## src/sv/ukt_pkg.sv

```systemverilog
// Shared types and constants for the user key table.
package ukt_pkg;

    // Table geometry
    localparam int TABLE_DEPTH = 16;
    localparam int IDX_W       = (TABLE_DEPTH > 1) ? $clog2(TABLE_DEPTH) : 1;
    localparam int SCNT_W      = IDX_W + 1;
    localparam int CNT_W       = $clog2(TABLE_DEPTH + 1);
    localparam int ID_W        = 32;
    localparam int KEY_W       = 32;
    localparam int ENTRY_W     = ID_W + KEY_W;
    localparam int MODE_W      = 2;
    localparam int STAT_W      = 2;
    localparam int OCNT_W      = 5;

    // Request modes
    localparam logic [MODE_W-1:0] MODE_LOOKUP = 2'd0;
    localparam logic [MODE_W-1:0] MODE_ADD    = 2'd1;
    localparam logic [MODE_W-1:0] MODE_DELETE = 2'd2;

    // Result status codes
    localparam logic [STAT_W-1:0] STAT_OK   = 2'd0;
    localparam logic [STAT_W-1:0] STAT_MISS = 2'd1;
    localparam logic [STAT_W-1:0] STAT_FULL = 2'd2;

    typedef enum logic [1:0] {
        ST_IDLE,
        ST_SCAN,
        ST_FINISH
    } t_state;

    // Entry memory access, one read and one write port
    typedef struct packed {
        logic               rd_en;
        logic [IDX_W-1:0]   rd_addr;
        logic               wr_en;
        logic [IDX_W-1:0]   wr_addr;
        logic [ENTRY_W-1:0] wr_data;
    } t_mem_req;

    // Finished request handed to the output stage
    typedef struct packed {
        logic              done;
        logic [STAT_W-1:0] status;
        logic [KEY_W-1:0]  key;
        logic [CNT_W-1:0]  count;
    } t_result;

endpackage

```

## src/sv/user_key_table.sv

```systemverilog
// Top level of the user key table: entry memory, sequencer and result register.
//
// Each request (lookup, add/update, delete) is accepted when start is high and
// busy is low. The block then reads every entry of its entry memory once through
// the read port, one per cycle. The result sits on the o_ ports with o_valid high
// for one cycle, after the scan, the finish state and the result register. busy
// falls in that same cycle, so a new request can be accepted while o_valid is
// high; the block takes no new request before the last one is through. Results
// cannot be held off by the receiver; o_valid marks each transfer. Valid marks
// and the entry count clear at reset; the memory contents need no clearing.
module user_key_table (
    input  logic                       i_clk,
    input  logic                       i_rst_n,
    input  logic                       start,
    output logic                       busy,
    input  logic [ukt_pkg::MODE_W-1:0]   i_mode,
    input  logic [ukt_pkg::ID_W-1:0]     i_user_id,
    input  logic [ukt_pkg::KEY_W-1:0]    i_key_value,
    output logic                       o_valid,
    output logic [ukt_pkg::STAT_W-1:0]   o_status,
    output logic [ukt_pkg::KEY_W-1:0]    o_key_out,
    output logic [ukt_pkg::OCNT_W-1:0]   o_entry_count
);

    import ukt_pkg::*;

    t_mem_req             mem_req;
    t_result              res;
    logic [ENTRY_W-1:0]   rd_data;
    logic [CNT_W+OCNT_W-1:0] cnt_ext;

    logic                 r_out_valid;
    logic [STAT_W-1:0]    r_out_status;
    logic [KEY_W-1:0]     r_out_key;
    logic [OCNT_W-1:0]    r_out_count;

    ukt_ram #(
        .WIDTH (ENTRY_W),
        .DEPTH (TABLE_DEPTH)
    ) u_entry_ram (
        .i_clk     (i_clk),
        .i_wr_en   (mem_req.wr_en),
        .i_wr_addr (mem_req.wr_addr),
        .i_wr_data (mem_req.wr_data),
        .i_rd_en   (mem_req.rd_en),
        .i_rd_addr (mem_req.rd_addr),
        .o_rd_data (rd_data)
    );

    ukt_ctrl u_ctrl (
        .i_clk       (i_clk),
        .i_rst_n     (i_rst_n),
        .i_start     (start),
        .i_mode      (i_mode),
        .i_user_id   (i_user_id),
        .i_key_value (i_key_value),
        .o_busy      (busy),
        .o_mem_req   (mem_req),
        .i_rd_data   (rd_data),
        .o_res       (res)
    );

    // Count shown as its low bits
    assign cnt_ext = {{OCNT_W{1'b0}}, res.count};

    // Result register: one-cycle strobe
    always_ff @(posedge i_clk) begin
        if (!i_rst_n) begin
            r_out_valid <= 1'b0;
        end else begin
            r_out_valid <= res.done;
        end
    end

    always_ff @(posedge i_clk) begin
        if (res.done) begin
            r_out_status <= res.status;
            r_out_key    <= res.key;
            r_out_count  <= cnt_ext[OCNT_W-1:0];
        end
    end

    assign o_valid       = r_out_valid;
    assign o_status      = r_out_status;
    assign o_key_out     = r_out_key;
    assign o_entry_count = r_out_count;

    // A result only follows a request in progress
    a_result_after_busy: assert property (@(posedge i_clk) disable iff (!i_rst_n)
        o_valid |-> $past(busy))
        else $error("result strobe without a request in progress");

    // Accepted request holds the block busy
    a_busy_after_start: assert property (@(posedge i_clk) disable iff (!i_rst_n)
        (start && !busy) |=> busy)
        else $error("request accepted but block not busy");

    // Only a successful lookup returns a key
    a_key_zero_on_fail: assert property (@(posedge i_clk) disable iff (!i_rst_n)
        (o_valid && o_status != STAT_OK) |-> (o_key_out == '0))
        else $error("nonzero key on a failed request");

    // No memory write while scanning
    a_no_write_in_scan: assert property (@(posedge i_clk) disable iff (!i_rst_n)
        mem_req.rd_en |-> !mem_req.wr_en)
        else $error("entry write overlaps the scan");

endmodule

```

## src/sv/ukt_ram.sv

```systemverilog
// Generic single-clock RAM, one write port, one registered read port.
module ukt_ram #(
    parameter int WIDTH = 8,
    parameter int DEPTH = 16,
    localparam int AW   = (DEPTH > 1) ? $clog2(DEPTH) : 1
) (
    input  logic             i_clk,
    input  logic             i_wr_en,
    input  logic [AW-1:0]    i_wr_addr,
    input  logic [WIDTH-1:0] i_wr_data,
    input  logic             i_rd_en,
    input  logic [AW-1:0]    i_rd_addr,
    output logic [WIDTH-1:0] o_rd_data
);

    logic [WIDTH-1:0] r_mem [DEPTH];
    logic [WIDTH-1:0] r_rd_data;

    // Write and registered read
    always_ff @(posedge i_clk) begin
        if (i_wr_en) begin
            r_mem[i_wr_addr] <= i_wr_data;
        end
        if (i_rd_en) begin
            r_rd_data <= r_mem[i_rd_addr];
        end
    end

    assign o_rd_data = r_rd_data;

endmodule

```

## src/sv/ukt_ctrl.sv

```systemverilog
// Request sequencer: scans the entry memory, holds valid marks and count, writes back.
module ukt_ctrl (
    input  logic                      i_clk,
    input  logic                      i_rst_n,
    input  logic                      i_start,
    input  logic [ukt_pkg::MODE_W-1:0]  i_mode,
    input  logic [ukt_pkg::ID_W-1:0]    i_user_id,
    input  logic [ukt_pkg::KEY_W-1:0]   i_key_value,
    output logic                      o_busy,
    output ukt_pkg::t_mem_req         o_mem_req,
    input  logic [ukt_pkg::ENTRY_W-1:0] i_rd_data,
    output ukt_pkg::t_result          o_res
);

    import ukt_pkg::*;

    localparam logic [SCNT_W-1:0] DEPTH_C  = SCNT_W'(TABLE_DEPTH);
    localparam logic [IDX_W-1:0]  LAST_IDX = IDX_W'(TABLE_DEPTH - 1);
    localparam logic [CNT_W-1:0]  FULL_C   = CNT_W'(TABLE_DEPTH);

    t_state r_state, n_state;

    // Control state
    logic [TABLE_DEPTH-1:0] r_valid, n_valid;
    logic [CNT_W-1:0]       r_count, n_count;
    logic [SCNT_W-1:0]      r_scan_cnt, n_scan_cnt;
    logic                   r_cmp_vld, n_cmp_vld;
    logic                   r_hit, n_hit;
    logic                   r_free, n_free;

    // Request and scan payload
    logic [MODE_W-1:0] r_mode, n_mode;
    logic [ID_W-1:0]   r_id, n_id;
    logic [KEY_W-1:0]  r_key, n_key;
    logic [IDX_W-1:0]  r_cmp_idx, n_cmp_idx;
    logic [IDX_W-1:0]  r_hit_idx, n_hit_idx;
    logic [IDX_W-1:0]  r_free_idx, n_free_idx;
    logic [KEY_W-1:0]  r_hit_key, n_hit_key;

    logic [ID_W-1:0]  rd_user;
    logic [KEY_W-1:0] rd_key;

    assign rd_user = i_rd_data[ENTRY_W-1:KEY_W];
    assign rd_key  = i_rd_data[KEY_W-1:0];
    assign o_busy  = (r_state != ST_IDLE);

    // State and control registers
    always_ff @(posedge i_clk) begin
        if (!i_rst_n) begin
            r_state    <= ST_IDLE;
            r_valid    <= '0;
            r_count    <= '0;
            r_scan_cnt <= '0;
            r_cmp_vld  <= 1'b0;
            r_hit      <= 1'b0;
            r_free     <= 1'b0;
        end else begin
            r_state    <= n_state;
            r_valid    <= n_valid;
            r_count    <= n_count;
            r_scan_cnt <= n_scan_cnt;
            r_cmp_vld  <= n_cmp_vld;
            r_hit      <= n_hit;
            r_free     <= n_free;
        end
    end

    // Payload registers
    always_ff @(posedge i_clk) begin
        r_mode     <= n_mode;
        r_id       <= n_id;
        r_key      <= n_key;
        r_cmp_idx  <= n_cmp_idx;
        r_hit_idx  <= n_hit_idx;
        r_free_idx <= n_free_idx;
        r_hit_key  <= n_hit_key;
    end

    // Next state, memory requests and result
    always_comb begin
        n_state    = r_state;
        n_valid    = r_valid;
        n_count    = r_count;
        n_scan_cnt = r_scan_cnt;
        n_cmp_vld  = r_cmp_vld;
        n_hit      = r_hit;
        n_free     = r_free;
        n_mode     = r_mode;
        n_id       = r_id;
        n_key      = r_key;
        n_cmp_idx  = r_cmp_idx;
        n_hit_idx  = r_hit_idx;
        n_free_idx = r_free_idx;
        n_hit_key  = r_hit_key;
        o_mem_req  = '0;
        o_res      = '0;

        case (r_state)
            ST_IDLE: begin
                if (i_start) begin
                    n_state    = ST_SCAN;
                    n_mode     = i_mode;
                    n_id       = i_user_id;
                    n_key      = i_key_value;
                    n_scan_cnt = '0;
                    n_cmp_vld  = 1'b0;
                    n_hit      = 1'b0;
                    n_free     = 1'b0;
                end
            end

            ST_SCAN: begin
                // issue one read per cycle
                if (r_scan_cnt < DEPTH_C) begin
                    o_mem_req.rd_en   = 1'b1;
                    o_mem_req.rd_addr = r_scan_cnt[IDX_W-1:0];
                    n_scan_cnt        = r_scan_cnt + 1'b1;
                end
                n_cmp_vld = (r_scan_cnt < DEPTH_C);
                n_cmp_idx = r_scan_cnt[IDX_W-1:0];

                // compare the entry read last cycle; keep lowest match and free slot
                if (r_cmp_vld) begin
                    if (!r_hit && r_valid[r_cmp_idx] && (rd_user == r_id)) begin
                        n_hit     = 1'b1;
                        n_hit_idx = r_cmp_idx;
                        n_hit_key = rd_key;
                    end
                    if (!r_free && !r_valid[r_cmp_idx]) begin
                        n_free     = 1'b1;
                        n_free_idx = r_cmp_idx;
                    end
                    if (r_cmp_idx == LAST_IDX) begin
                        n_state = ST_FINISH;
                    end
                end
            end

            ST_FINISH: begin
                o_res.status = STAT_MISS;
                case (r_mode)
                    MODE_LOOKUP: begin
                        if (r_hit) begin
                            o_res.status = STAT_OK;
                            o_res.key    = r_hit_key;
                        end
                    end
                    MODE_ADD: begin
                        if (r_count >= FULL_C) begin
                            o_res.status = STAT_FULL;
                        end else if (r_hit) begin
                            o_mem_req.wr_en   = 1'b1;
                            o_mem_req.wr_addr = r_hit_idx;
                            o_mem_req.wr_data = {r_id, r_key};
                            o_res.status      = STAT_OK;
                        end else if (r_free) begin
                            o_mem_req.wr_en     = 1'b1;
                            o_mem_req.wr_addr   = r_free_idx;
                            o_mem_req.wr_data   = {r_id, r_key};
                            n_valid[r_free_idx] = 1'b1;
                            n_count             = r_count + 1'b1;
                            o_res.status        = STAT_OK;
                        end else begin
                            o_res.status = STAT_FULL;
                        end
                    end
                    MODE_DELETE: begin
                        if (r_hit) begin
                            n_valid[r_hit_idx] = 1'b0;
                            if (r_count != '0) begin
                                n_count = r_count - 1'b1;
                            end
                            o_res.status = STAT_OK;
                        end
                    end
                    default: begin
                        o_res.status = STAT_MISS;
                    end
                endcase
                o_res.done  = 1'b1;
                o_res.count = n_count;
                n_state     = ST_IDLE;
            end

            default: begin
                n_state = ST_IDLE;
            end
        endcase
    end

endmodule
```

## config.mk

```make
export PLATFORM = sky130hd
export DESIGN_NAME = user_key_table
export DESIGN_NICKNAME = d
export VERILOG_FILES = /design/src/sv/ukt_pkg.sv /design/src/sv/user_key_table.sv /design/src/sv/ukt_ram.sv /design/src/sv/ukt_ctrl.sv
export SDC_FILE = /design/constraint.sdc
export NUM_CORES = 2
export LEC_CHECK = 0
export ABC_AREA = 1
export ABC_CLOCK_PERIOD_IN_PS = 7000
export BUFFER_PORTS_ARGS = -buffer_cell sky130_fd_sc_hd__buf_2
export CAP_MARGIN = 20
export CORE_MARGIN = 4
export CORE_UTILIZATION = 48
export CTS_CLUSTER_DIAMETER = 120
export DETAILED_ROUTE_END_ITERATION = 12
export HOLD_SLACK_MARGIN = 0.1
export PLACE_DENSITY = 0.73
export SYNTH_ARGS = -nofsm -noshare
export SYNTH_HDL_FRONTEND = slang
export SYNTH_SLANG_ARGS = --single-unit
```

## constraint.sdc

```tcl
create_clock -name i_clk -period 7 [get_ports i_clk]
set_input_delay 1.4 -clock i_clk [delete_from_list [all_inputs] [get_ports i_clk]]
set_output_delay 1.4 -clock i_clk [all_outputs]
set_load 0.005 [all_outputs]
```

==> flow_metrics.tcl <==
set metrics [dict create \
    seq_area_frac_synth_pct 74.50 \
    finClkSkew_ns 0.03145 \
    crit_path_max_fanout 66 \
    status "finished, final reports clean" \
    ys_types 36 \
    hold_ws_ns 0.4144 \
    cp_common_cell "nor2_1" \
    root_buffer "clkbuf_16" \
    hold_violations 0 \
    post_cts.repair.setup_buffers 0 \
    hold_path.class "register to register" \
    grt_pass1_vias 30847 \
    syn_inst 4102 \
    synth.avg_cell_area_um2 12.36 \
    route.detailed.drc 0 \
    io_pins 110 \
    synth_top_area_share_pct 73.24 \
    cp-start-kind "register" \
    arrival_ns 5.12 \
    vias_per_cell 5.763 \
    slowest_stage "buf_4" \
    die_x_um 333.1 \
    synth_edf_count 1237 \
    dpl_cell_area_um2 52610 \
    fin_crit_sh_pct 68.25 \
    dr_total_vias 32575 \
    design_area_um2 56720 \
    drt_pass1_iterations 8 \
    critPathKind "register to register" \
    syn_nets 4178 \
    nets 4248 \
    ant_nets 0 \
    clock_sinks 1269 \
    place_congestion 0.8483 \
    power_density_nw_per_um2 270.8 \
    coreArea_um2 104200 \
    initial_core_util_pct 48.66 \
    yosysTopAreaCell "edfxtp_1" \
    leakagePower_nw 22.70 \
    crit_chain "ha_1, inv_1, nor2_1, nand2_4, buf_4, nor2_1, nor2_1, nand3_1, nor2_4, buf_4" \
    endpoint_kind "register" \
    required_ns 7.34 \
    cts-resized-gates 0 \
    peakVddDrop_uv 182.3 \
    antenna_found_initial 4 \
    routed_wl_mm 124.3 \
    cts_tree "yes" \
    path_clk_slew_ns 0.06 \
    tns_ns 0 \
    ys.flop_type "edfxtp_1" \
    fmax_ghz 0.2093 \
    cts_buffers 131 \
    slew_violations 0 \
    power_w 0.01536 \
    ys_top_cells_by_area "edfxtp_1 (73%), nor2_1 (9.3%), o31ai_1 (2.9%)" \
    cap_violations 0 \
    ys_warn_count 0 \
    tightestPinTransition_ns 1.197 \
    netlist_area_um2 50720 \
    cts_hold_buf 0 \
    final_cell_mix "edfxtp_1 (1,237), nor2_1 (1,236), o21ai_0 (288)" \
    max_stage_delay_ns 0.90 \
    hpwl_mm 62.21 \
    wl_per_cell_um 22.00 \
    portBuffers 109 \
    gr-total-overflow 0 \
    fin_crit_ns 4.777 \
    ys_ff_latch 1269 \
    die_h_um 333.1 \
    dr.first_iter.drc_count 4431 \
    rsz0062_at_grt "false" \
    clockBufferDepth 3 \
    mostFrequentLayoutCell "edfxtp_1" \
    dieArea_um2 110900 \
    slew_headroom_pct 20.18 \
    drive_gt1_share_pct 9.740 \
    clk_latency_ns 0.74 \
    grt_max_degree 145 \
    h-tree-depth 4 \
    grt_pass1_wl_mm 187.0 \
    setup_viol 0 \
    area_growth_pct 11.84 \
    grt_util_all_layers_pct 21.86 \
    synthArstFlopShare_pct 0 \
    row_count 118 \
]
-- kinds of logic after synthesis --
logic type | after synthesis | share of synthesized area [%]
buf+inv | 416 | 3.434
simple gates | 1805 | 14.46
flops | 1269 | 74.50
xor+xnor | 21 | 0.3626
compound gates | 584 | 7.070
fa+ha+maj | 7 | 0.1727
-- final cells by class --
type | instances | area, µm²
multi-input combinational | 2417 | 11340
sequential | 1269 | 37790
tap | 1380 | 1727
clock inverter | 64 | 519.2
antenna | 1 | 2.502
timing repair buffer | 164 | 1091
fill | 8341 | 47510
inverter | 189 | 733.2
clock buffer | 168 | 3521
-- state kept, by name, indices dropped and copies added (netlist names), 2 cells and up --
name                   flops
u_ctrl.r_hit_key          32
u_ctrl.r_key              32
u_ctrl.r_scan_cnt          5
o_entry_count              5
u_ctrl.r_count             5
u_ctrl.r_cmp_idx           4
u_ctrl.r_hit_idx           4
o_status                   2
u_ctrl.r_valid            16
o_key_out                 32
u_entry_ram.o_rd_data     64
u_ctrl.r_free_idx          4
u_ctrl.r_id               32
u_ctrl.r_mode              2
u_ctrl.r_state             2
u_entry_ram.r_mem       1024
-- synth_stat cells (all sizes together), types with 8 or more instances --
| master | count |
|---|---|
| nor2 | 1258 |
| edfxtp | 1237 |
| o21ai | 288 |
| nand3 | 248 |
| nand2 | 214 |
| o31ai | 194 |
| inv | 187 |
| buf | 144 |
| clkbuf | 83 |
| or2 | 67 |
| o211ai | 64 |
| dfxtp | 32 |
| a21oi | 29 |
| xnor2 | 18 |
| nand4 | 9 |
| nor3 | 8 |
-- layer usage --
layer | track usage, % | vias to the layer above | share of wire [%]
li1 | - | 14601 | -
met1 | 31.46 | 15800 | 41
met2 | 34.21 | 1909 | 46
met3 | 4.059 | 259 | 11
met4 | 6.741 | 6 | 2.7
met5 | 0 | - | 0.043
-- where the power goes --
group / internal [W] / total, W / switching, W
combinational: 0.000121 / 0.000427 / 0.000306
sequential: 0.00828 / 0.00833 / 0.0000483
clock: 0.00375 / 0.00660 / 0.00285
-- critical path, delay by kind of cell (launching register included) --
| kind | cells | cell delay, ns |
|---|---|---|
| flip-flops | 1 | 0.46 |
| adder cells (fa/ha/maj) | 1 | 0.31 |
| AND/OR/NAND/NOR | 6 | 1.69 |
| buffers and inverters | 3 | 1.85 |
-- metrics by stage --
step	setup WS, ns	util, %	instances
2_1_floorplan	2.390	-	4102
3_5_place_dp	2.421	50.48	5413
5_1_grt	2.034	54.42	5652
6_report	2.223	54.42	5652
3_3_place_gp	2.468	50.46	5412
4_1_cts	2.305	54.35	5645
-- worst paths after layout --
path	to	slack (ns)	depth (start not counted)	start
hold / removal	u_ctrl.r_hit_key[4]	0.41	0	u_entry_ram.o_rd_data[4]
setup reg to reg	u_entry_ram.r_mem[0][34]	2.22	10	u_ctrl.r_mode[0]
setup / recovery	u_entry_ram.r_mem[0][34]	2.22	10	u_ctrl.r_mode[0]
hold reg to reg	u_ctrl.r_hit_key[4]	0.41	0	u_entry_ram.o_rd_data[4]
No activity file was read; power rests on OpenSTA's default activity.
